`src/rtl/core/lru_tlb_miss_counter_macros.svh`:
```
// Assertion macros shared by the TLB miss counter RTL.
`ifndef LRU_TLB_MISS_COUNTER_MACROS_SVH
`define LRU_TLB_MISS_COUNTER_MACROS_SVH

// Same-cycle implication, checked outside reset.
`define LTMC_ASSERT_NOW(label, clk, rst_n, ante, cons, msg) \
    label: assert property (@(posedge clk) disable iff (!rst_n) (ante) |-> (cons)) \
        else $error(msg);

// Next-cycle implication, checked outside reset.
`define LTMC_ASSERT_NEXT(label, clk, rst_n, ante, cons, msg) \
    label: assert property (@(posedge clk) disable iff (!rst_n) (ante) |=> (cons)) \
        else $error(msg);

`endif

```
`src/rtl/core/ltmc_pkg.sv`:
```
// Shared constants and types for the LRU TLB miss counter.
`timescale 1ns / 1ps

package ltmc_pkg;

    // Table geometry and field widths.
    localparam int ENTRIES   = 16;
    localparam int ADDR_BITS = 48;
    localparam int IDX_W     = $clog2(ENTRIES);
    localparam int RANK_W    = IDX_W;
    localparam int CNT_W     = 32;
    localparam int PSZ_W     = 31;
    localparam int DIV_CNT_W = $clog2(ADDR_BITS + 1);

    // Stream word widths, padded to whole bytes.
    localparam int S_TDATA_W = ((ADDR_BITS + 7) / 8) * 8;
    localparam int M_TDATA_W = ((1 + CNT_W + 7) / 8) * 8;

    // Reset page size and counter ceiling.
    localparam logic [PSZ_W-1:0] PSZ_RESET = PSZ_W'(4096);
    localparam logic [CNT_W-1:0] CNT_MAX   = '1;

    // Command codes carried in tuser.
    localparam logic CMD_ACCESS = 1'b0;
    localparam logic CMD_CLEAR  = 1'b1;

    // Sequencer states.
    typedef enum logic [2:0] {
        S_IDLE   = 3'b001,
        S_DIV    = 3'b010,
        S_UPDATE = 3'b100
    } t_state;

endpackage

```
`src/rtl/core/ltmc_divider.sv`:
```
// Restoring divider that produces one quotient bit per cycle.
`timescale 1ns / 1ps

module ltmc_divider (
    input  logic                                i_clk,
    input  logic                                i_rst_n,
    input  logic                                i_start,
    input  logic [ltmc_pkg::ADDR_BITS-1:0]      i_dividend,
    input  logic [ltmc_pkg::PSZ_W-1:0]          i_divisor,
    output logic                                o_done,
    output logic [ltmc_pkg::ADDR_BITS-1:0]      o_quotient
);

    logic                                r_busy;
    logic                                r_done;
    logic [ltmc_pkg::DIV_CNT_W-1:0]      r_cnt;
    logic [ltmc_pkg::ADDR_BITS-1:0]      r_quot;
    logic [ltmc_pkg::PSZ_W-1:0]          r_rem;
    logic [ltmc_pkg::PSZ_W-1:0]          r_dvs;
    logic [ltmc_pkg::PSZ_W:0]            rem_sh;
    logic [ltmc_pkg::PSZ_W+1:0]          diff;
    logic                                ge;

    // Shift in the next dividend bit and trial-subtract the divisor.
    always_comb begin
        rem_sh = {r_rem, r_quot[ltmc_pkg::ADDR_BITS-1]};
        diff   = {1'b0, rem_sh} - {2'b00, r_dvs};
        ge     = ~diff[ltmc_pkg::PSZ_W+1];
    end

    // Iteration control; a zero divisor is taken as one.
    always_ff @(posedge i_clk) begin
        if (!i_rst_n) begin
            r_busy <= 1'b0;
            r_done <= 1'b0;
            r_cnt  <= '0;
        end else begin
            r_done <= 1'b0;
            if (i_start) begin
                r_busy <= 1'b1;
                r_cnt  <= ltmc_pkg::DIV_CNT_W'(ltmc_pkg::ADDR_BITS);
            end else if (r_busy) begin
                r_cnt <= r_cnt - 1'b1;
                if (r_cnt == ltmc_pkg::DIV_CNT_W'(1)) begin
                    r_busy <= 1'b0;
                    r_done <= 1'b1;
                end
            end
        end
    end

    // Quotient and partial remainder datapath.
    always_ff @(posedge i_clk) begin
        if (i_start) begin
            r_quot <= i_dividend;
            r_rem  <= '0;
            r_dvs  <= (i_divisor == '0) ? ltmc_pkg::PSZ_W'(1) : i_divisor;
        end else if (r_busy) begin
            r_quot <= {r_quot[ltmc_pkg::ADDR_BITS-2:0], ge};
            r_rem  <= ge ? diff[ltmc_pkg::PSZ_W-1:0] : rem_sh[ltmc_pkg::PSZ_W-1:0];
        end
    end

    assign o_done     = r_done;
    assign o_quotient = r_quot;

endmodule

```
`src/rtl/core/lru_tlb_miss_counter.sv`:
```
// LRU TLB miss counter: top level with the lookup table and sequencer.
// Each input word is either an access (tuser = 0) or a clear (tuser = 1). An access
// divides its byte address by the page size register in a shared restoring divider
// that yields one quotient bit per clock. Its result word appears after the divider
// iterations, the hand-over of the page number and the table update; the block is
// ready again in the same cycle that the result word appears. A clear skips the
// divider and goes straight to the table update. The block takes one word at a time
// and is not ready while a word is in flight, but it accepts a new word while the
// previous result still waits on the output; a word that finishes while that result
// is still waiting stalls in the update step until the output is taken.
// The page size register may be written only while the block is idle; a
// value of zero acts as one. Every input word yields exactly one output word.
`timescale 1ns / 1ps

module lru_tlb_miss_counter (
    input  logic                                i_clk,
    input  logic                                i_rst_n,
    // Configuration: page size in bytes.
    input  logic                                i_cfg_wr_en,
    input  logic [ltmc_pkg::PSZ_W-1:0]          i_cfg_wr_data,
    // Input stream.
    input  logic                                s_axis_tvalid,
    output logic                                s_axis_tready,
    input  logic [ltmc_pkg::S_TDATA_W-1:0]      s_axis_tdata,  // byte_address
    input  logic [0:0]                          s_axis_tuser,  // cmd
    // Output stream.
    output logic                                m_axis_tvalid,
    input  logic                                m_axis_tready,
    output logic [ltmc_pkg::M_TDATA_W-1:0]      m_axis_tdata   // hit, miss_total, zero pad
);

    localparam int LIM_W = ltmc_pkg::RANK_W + 1;

    ltmc_pkg::t_state                       r_state;
    ltmc_pkg::t_state                       n_state;
    logic [ltmc_pkg::PSZ_W-1:0]             r_page_size;
    logic                                   r_is_clear;
    logic [ltmc_pkg::ADDR_BITS-1:0]         r_page;
    logic [ltmc_pkg::ADDR_BITS-1:0]         r_tags [ltmc_pkg::ENTRIES];
    logic [ltmc_pkg::RANK_W-1:0]            r_rank [ltmc_pkg::ENTRIES];
    logic [ltmc_pkg::ENTRIES-1:0]           r_valid;
    logic [ltmc_pkg::CNT_W-1:0]             r_miss_cnt;
    logic                                   r_out_valid;
    logic                                   r_out_hit;
    logic [ltmc_pkg::CNT_W-1:0]             r_out_total;

    logic                                   in_fire;
    logic                                   in_clear;
    logic                                   div_start;
    logic                                   div_done;
    logic [ltmc_pkg::ADDR_BITS-1:0]         div_quot;
    logic                                   upd_go;
    logic [ltmc_pkg::ENTRIES-1:0]           match;
    logic [ltmc_pkg::ENTRIES-1:0]           oldest_vec;
    logic                                   hit;
    logic                                   full;
    logic [ltmc_pkg::IDX_W-1:0]             hit_idx;
    logic [ltmc_pkg::IDX_W-1:0]             free_idx;
    logic [ltmc_pkg::IDX_W-1:0]             old_idx;
    logic [ltmc_pkg::IDX_W-1:0]             slot;
    logic [LIM_W-1:0]                       limit;
    logic [ltmc_pkg::CNT_W-1:0]             cnt_next;

    // Handshake decode.
    assign s_axis_tready = (r_state == ltmc_pkg::S_IDLE);
    assign in_fire       = s_axis_tvalid && s_axis_tready;
    assign in_clear      = (s_axis_tuser[0] == ltmc_pkg::CMD_CLEAR);
    assign div_start     = in_fire && !in_clear;
    assign upd_go        = (r_state == ltmc_pkg::S_UPDATE) && (!r_out_valid || m_axis_tready);

    // Page size register.
    always_ff @(posedge i_clk) begin
        if (!i_rst_n) begin
            r_page_size <= ltmc_pkg::PSZ_RESET;
        end else if (i_cfg_wr_en) begin
            r_page_size <= i_cfg_wr_data;
        end
    end

    // Shared divider turns the byte address into a page number.
    ltmc_divider u_divider (
        .i_clk      (i_clk),
        .i_rst_n    (i_rst_n),
        .i_start    (div_start),
        .i_dividend (s_axis_tdata[ltmc_pkg::ADDR_BITS-1:0]),
        .i_divisor  (r_page_size),
        .o_done     (div_done),
        .o_quotient (div_quot)
    );

    // Sequencer next state.
    always_comb begin
        n_state = r_state;
        case (r_state)
            ltmc_pkg::S_IDLE: begin
                if (in_fire) begin
                    n_state = in_clear ? ltmc_pkg::S_UPDATE : ltmc_pkg::S_DIV;
                end
            end
            ltmc_pkg::S_DIV: begin
                if (div_done) begin
                    n_state = ltmc_pkg::S_UPDATE;
                end
            end
            ltmc_pkg::S_UPDATE: begin
                if (upd_go) begin
                    n_state = ltmc_pkg::S_IDLE;
                end
            end
            default: n_state = ltmc_pkg::S_IDLE;
        endcase
    end

    always_ff @(posedge i_clk) begin
        if (!i_rst_n) begin
            r_state    <= ltmc_pkg::S_IDLE;
            r_is_clear <= 1'b0;
        end else begin
            r_state <= n_state;
            if (in_fire) begin
                r_is_clear <= in_clear;
            end
        end
    end

    // Hold the page number once the divider finishes.
    always_ff @(posedge i_clk) begin
        if (div_done) begin
            r_page <= div_quot;
        end
    end

    // Tag match, oldest entry and free entry searches over the table.
    always_comb begin
        hit_idx  = '0;
        free_idx = '0;
        old_idx  = '0;
        for (int i = 0; i < ltmc_pkg::ENTRIES; i++) begin
            match[i]      = r_valid[i] && (r_tags[i] == r_page);
            oldest_vec[i] = r_valid[i] &&
                            (r_rank[i] == ltmc_pkg::RANK_W'(ltmc_pkg::ENTRIES - 1));
        end
        for (int i = ltmc_pkg::ENTRIES - 1; i >= 0; i--) begin
            if (match[i]) begin
                hit_idx = ltmc_pkg::IDX_W'(i);
            end
            if (!r_valid[i]) begin
                free_idx = ltmc_pkg::IDX_W'(i);
            end
            if (oldest_vec[i]) begin
                old_idx = ltmc_pkg::IDX_W'(i);
            end
        end
        hit   = |match;
        full  = &r_valid;
        slot  = hit ? hit_idx : (full ? old_idx : free_idx);
        limit = hit ? {1'b0, r_rank[hit_idx]} : '1;
    end

    // Saturating miss count after this access.
    assign cnt_next = (r_miss_cnt == ltmc_pkg::CNT_MAX) ? r_miss_cnt : r_miss_cnt + 1'b1;

    // Table and counter update, once per word.
    always_ff @(posedge i_clk) begin
        if (!i_rst_n) begin
            r_valid    <= '0;
            r_miss_cnt <= '0;
            for (int i = 0; i < ltmc_pkg::ENTRIES; i++) begin
                r_rank[i] <= '0;
            end
        end else if (upd_go) begin
            if (r_is_clear) begin
                r_valid    <= '0;
                r_miss_cnt <= '0;
                for (int i = 0; i < ltmc_pkg::ENTRIES; i++) begin
                    r_rank[i] <= '0;
                end
            end else begin
                // Younger entries age by one; the touched entry becomes newest.
                for (int i = 0; i < ltmc_pkg::ENTRIES; i++) begin
                    if (ltmc_pkg::IDX_W'(i) == slot) begin
                        r_rank[i] <= '0;
                    end else if (r_valid[i] && ({1'b0, r_rank[i]} < limit)) begin
                        r_rank[i] <= r_rank[i] + 1'b1;
                    end
                end
                if (!hit) begin
                    r_valid[slot] <= 1'b1;
                    r_miss_cnt    <= cnt_next;
                end
            end
        end
    end

    // Tag store, written only when a missing page is inserted.
    always_ff @(posedge i_clk) begin
        if (upd_go && !r_is_clear && !hit) begin
            r_tags[slot] <= r_page;
        end
    end

    // Output register holds the result word until it is taken.
    always_ff @(posedge i_clk) begin
        if (!i_rst_n) begin
            r_out_valid <= 1'b0;
        end else if (upd_go) begin
            r_out_valid <= 1'b1;
        end else if (m_axis_tready) begin
            r_out_valid <= 1'b0;
        end
    end

    always_ff @(posedge i_clk) begin
        if (upd_go) begin
            if (r_is_clear) begin
                r_out_hit   <= 1'b0;
                r_out_total <= '0;
            end else begin
                r_out_hit   <= hit;
                r_out_total <= hit ? r_miss_cnt : cnt_next;
            end
        end
    end

    assign m_axis_tvalid = r_out_valid;
    assign m_axis_tdata  = ltmc_pkg::M_TDATA_W'({r_out_total, r_out_hit});

    // Checks on the table bookkeeping and the sequencer.
    `include "lru_tlb_miss_counter_macros.svh"

    `LTMC_ASSERT_NOW(a_full_one_oldest, i_clk, i_rst_n, full, $onehot(oldest_vec),
                     "full table lacks a unique oldest entry")
    `LTMC_ASSERT_NEXT(a_hit_keeps_count, i_clk, i_rst_n, upd_go && !r_is_clear && hit,
                      r_miss_cnt == $past(r_miss_cnt), "miss count changed on a hit")
    `LTMC_ASSERT_NEXT(a_valid_grows, i_clk, i_rst_n, upd_go && !r_is_clear,
                      $countones(r_valid) >= $past($countones(r_valid)),
                      "valid entries lost without a clear")
    `LTMC_ASSERT_NOW(a_div_done_state, i_clk, i_rst_n, div_done,
                     r_state == ltmc_pkg::S_DIV, "divider finished outside the divide state")

endmodule
```
`config.mk`:
```
export PLATFORM = sky130hd
export DESIGN_NAME = lru_tlb_miss_counter
export DESIGN_NICKNAME = d
export VERILOG_FILES = /design/src/rtl/core/ltmc_pkg.sv /design/src/rtl/core/ltmc_divider.sv /design/src/rtl/core/lru_tlb_miss_counter.sv
export VERILOG_INCLUDE_DIRS = /design/src /design/src/rtl/core
export SDC_FILE = /design/constraint.sdc
export NUM_CORES = 2
export LEC_CHECK = 0
export BUFFER_PORTS_ARGS = -buffer_cell sky130_fd_sc_hd__buf_4
export CAP_MARGIN = 20
export CORE_UTILIZATION = 25
export CTS_CLUSTER_SIZE = 40
export DETAILED_ROUTE_END_ITERATION = 8
export PLACE_DENSITY = 0.39
export SLEW_MARGIN = 5
export SYNTH_ARGS = -nofsm -noshare
export SYNTH_HDL_FRONTEND = slang
export SYNTH_SLANG_ARGS = --single-unit
```
`constraint.sdc`:
```
create_clock -name i_clk -period 10.27 [get_ports i_clk]
set_clock_uncertainty 0.2 [all_clocks]
set_input_delay 3.081 -clock i_clk [delete_from_list [all_inputs] [get_ports i_clk]]
set_output_delay 3.081 -clock i_clk [all_outputs]
set_load 0.02 [all_outputs]
```
==> out/qor.csv <==
stage;metric;value;unit
die;io_pins;127;
drt;dr.first_iter.drc_count;3198;
layout;fin_nets;4912;
placed_design;dp_hpwl;130000;µm
global_route;grt_pass1_wl;275000;µm
critical_path;reg2reg_from;r_page[46];
critical_path;end_kind;flip-flop;
clock_network;path_clk_slew;60;ps
synth;synth_area;54700;µm²
synth;ys_ff_latch;1115;
clock_network;insertion_delay;800;ps
synth;ys_warn_count;0;
global_route;grt.overflow.total;0;
sta;timing.fmax;129;MHz
synth;synth-main-ff-cell;edfxtp_1;
critical_path;critical_path_required;10480;ps
placed_design;port_buffers;119;
worst_hold_path;holdPathStages;0;
synth;yosys-top-cells-area;edfxtp_1 (54%), xnor2_1 (6.3%), xor2_1 (5.5%);
power_and_ir_drop;p_leak;21.6;nW
synth;synth.distinct_cells;93;
synth;synth_top_area_share;54.4;%
drt;vias_per_cell;4.83;
die;die_w;470;µm
power_and_ir_drop;p_int;0.00797;W
global_route;grt.total_usage;17.2;%
layout;register_area;32300;µm²
power_and_ir_drop;total_power;0.0104;W
clock_network;root_buffer;clkbuf_16;
synth;ys_seq_area_share;58.9;%
sta;fin_crit_sh;75.5;%
die;initial_core_util;25.2;%
critical_path;worst-path-max-fanout;12;
sta;rsz0062_at_grt;no;
clock_network;numCtsBuffers;133;
sta;max_slew.worst_pin.slew;1200;ps
clock_network;cts.path.max_buffers;3;
worst_hold_path;hold_path.class;flip-flop to flip-flop;
outcome;status;complete, no violations;
power_and_ir_drop;p_comb_share;6.3;%
synth;synth_cells;4540;
worst_hold_path;hold_path_startpoint;u_divider.o_quotient[37];
sta;setup_viol;0;
power_and_ir_drop;p_clk_share;45.1;%
sta;whs;248;ps
worst_hold_path;whs_endpoint;r_page[37];
layout;num-fill-cells;22370;
job;drv_cap;0;
sta;tns;0;ps
critical_path;cp.arrival;7960;ps
global_route;grt_max_degree;83;
power_and_ir_drop;ir_worst_vdd;0.167;mV
layout;area_growth;16.7;%
synth;yosys.area.top_type;edfxtp_1;
sta;hold_violations;0;
critical_path;critPathLaunchType;flip-flop;
drt;drc;0;
sta;min_period;7750;ps
drt;wl_per_cell;25.2;µm
clock_network;cts_tree;done;
global_route;grt_pass1_vias;36761;
critical_path;r2r-end;r_rank[7][3];
drt;drtPass1Iterations;6;
sta;slew_headroom;19.2;%
sta;slew_viol_final;0;
clock_network;holdBufCountCts;0;
clock_network;cts_setup_buffers;0;
clock_network;htreeDepth;4;
die;die_height;470;µm
die;rows;171;
critical_path;r2r_slack;2520;ps
die;core;217000;µm²
layout;drive_gt1_share;10.9;%
placed_design;gp_congestion;0.867;
power_and_ir_drop;p_sw;0.00247;W
power_and_ir_drop;powerDensity;163;nW/µm²
critical_path;ff2ff_path_depth;22;
die;dieArea;221000;µm²
synth;syn-mean-instance-area;12.1;µm²
synth;async_flop_share;0;%
power_and_ir_drop;pwr-share-seq;48.6;%
layout;multi_input_area;21200;µm²
clock_network;cts_resized;0;
clock_network;cts.sink_count;1115;
drt;num_vias;37161;
drt;totalWireLength;194000;µm
critical_path;crit_type;flip-flop to flip-flop;
global_route;grt_antenna_before_repair;16;
power_and_ir_drop;netSwitchingFraction;23.7;%
drt;postRouteAntennaNets;0;
synth;synth-edff-count;992;
-- per-layer routing --
metal	vias to the layer above	track usage (%)	routed length [µm]
met1	18782	24.4	92600
met5	-	0	15
met4	2	4.83	4930
li1	17133	-	-
met2	1019	27.2	87300
met3	225	2.62	9160
-- power groups by stage --
stage                     registers (W)  clock network (W)  logic [W]
after global routing            0.00508            0.00500   0.000748
after detailed placement        0.00517                  0   0.000662
final                           0.00507            0.00471   0.000657
after CTS                       0.00507            0.00485   0.000666
after floorplan                 0.00513                  0   0.000489
after global placement          0.00517                  0   0.000660
-- worst max-delay path, stage by stage, from the launching register on --
cell and delay [ps]:
edfxtp_1 830, buf_4 360, xnor2_1 450, nand4_1 220, nor4_1 330, nand2_1 130
or2_2 340, a221oi_1 440, o221a_2 450, o21a_1 470, buf_4 300, mux2i_1 210
mux2i_1 100, mux2i_1 160, mux2i_1 90, nor2_1 440, buf_4 330, ha_1 280
a21o_1 180, a21oi_1 130, o211ai_1 90, a21o_1 280, o31ai_1 540
-- synthesized netlist by cell type (14+ instances only) --
library cell / count
dfxtp_1: 123
buf_4: 16
xor2_1: 345
a21oi_1: 92
mux2i_1: 73
xnor2_1: 395
and2_1: 26
a21boi_0: 23
a211oi_1: 16
nor4_1: 179
and4_1: 19
nand2b_1: 158
nor2_1: 189
clkbuf_1: 102
o211ai_1: 22
a22o_1: 14
a21o_1: 41
nand2_1: 400
o21ai_0: 111
a2111oi_0: 15
inv_1: 119
nand3_1: 98
o2111ai_1: 16
nor3_1: 80
or4_1: 23
nor4b_1: 23
nand4b_1: 26
nor3b_1: 20
o21a_1: 15
buf_2: 93
edfxtp_1: 992
nand4_1: 194
nor2b_1: 104
ha_1: 98
and3_1: 25
a31oi_1: 32
or3_1: 31
-- sequential cells by signal (all words and copies together), names as in the netlist --
| name | count |
|---|---|
| u_divider.r_dvs | 31 |
| r_tags | 768 |
| u_divider.r_busy | 1 |
| r_page_size | 31 |
| u_divider.r_rem | 31 |
| r_page | 48 |
| r_is_clear | 1 |
| r_rank | 64 |
| u_divider.o_quotient | 48 |
| r_valid | 16 |
| r_out_total | 32 |
| u_divider.r_cnt | 6 |
| r_out_hit | 1 |
| r_miss_cnt | 32 |
| r_state | 3 |
| m_axis_tvalid | 1 |
| u_divider.o_done | 1 |
-- area by class of cell --
type                    count  area share, %
well taps                2854           5.59
diodes                      4         0.0157
inverters                 120          0.705
repair buffers            271           3.43
flip-flops and latches   1115           50.5
clock buffers             179           5.72
multi-input cells        3087           33.1
clock inverters            64          0.928
-- worst max-delay path by stage --
| stage | start | endpoint | slack [ps] | depth (start not counted) |
|---|---|---|---|---|
| after floorplan | m_axis_tready | r_tags[12][0] | 880 | 7 |
| after global placement | r_page[24] | r_rank[3][0] | 2370 | 22 |
| final | r_page[46] | r_rank[7][3] | 2520 | 22 |
| after CTS | r_page[46] | r_rank[13][0] | 2560 | 22 |
| after global routing | r_page[21] | r_rank[15][0] | 2140 | 23 |
| after detailed placement | r_page[46] | r_rank[15][0] | 2580 | 23 |
-- cells in the final DEF, fill, tap and decap left out, drive strengths merged, types with 14 or more instances in the layout --
cell type | Yosys | layout
edfxtp | 992 | 992
nand2 | 400 | 400
xnor2 | 395 | 395
xor2 | 345 | 345
buf | 122 | 271
nand4 | 194 | 194
nor2 | 189 | 189
nor4 | 183 | 183
clkbuf | 102 | 179
nand2b | 158 | 158
inv | 120 | 128
o21ai | 125 | 125
dfxtp | 123 | 123
nor2b | 104 | 104
nand3 | 98 | 98
ha | 98 | 98
a21oi | 92 | 92
nor3 | 80 | 80
mux2i | 73 | 73
clkinv | 0 | 44
a21o | 41 | 41
a31oi | 33 | 33
or3 | 31 | 31
and2 | 28 | 28
a21boi | 28 | 28
nand4b | 26 | 26
and3 | 25 | 25
or4 | 24 | 24
nor4b | 23 | 23
o211ai | 22 | 22
nor3b | 20 | 20
and4 | 19 | 19
o2111ai | 16 | 16
a2111oi | 16 | 16
a211oi | 16 | 16
o21a | 15 | 15
a22o | 14 | 14
or2 | 14 | 14
-- per-stage QoR --
step                util, %  worst slack, ps  instances  cell area, µm²
finish                 29.4             2520       7694           63900
floorplan                 -              884       4546           54800
detailed placement     27.4             2580       7446           59600
CTS                    29.4             2560       7689           63900
global route           29.4             2140       7691           63900
global placement       27.4             2370       7445           59600
-- logic make-up after synthesis --
logic type                 Yosys count  share of synthesized area [%]
and+or+nand+nor                   1653                           16.5
DFF                               1115                           58.9
xor gates and xnor gates           740                           11.8
AOI/OAI and AO/OA                  511                           6.35
buffers and inverters              344                           2.72
adders and majority gates           99                           2.28
muxes                               77                           1.42
other                                1                        0.00685
No activity file was read; power rests on OpenSTA's default activity.
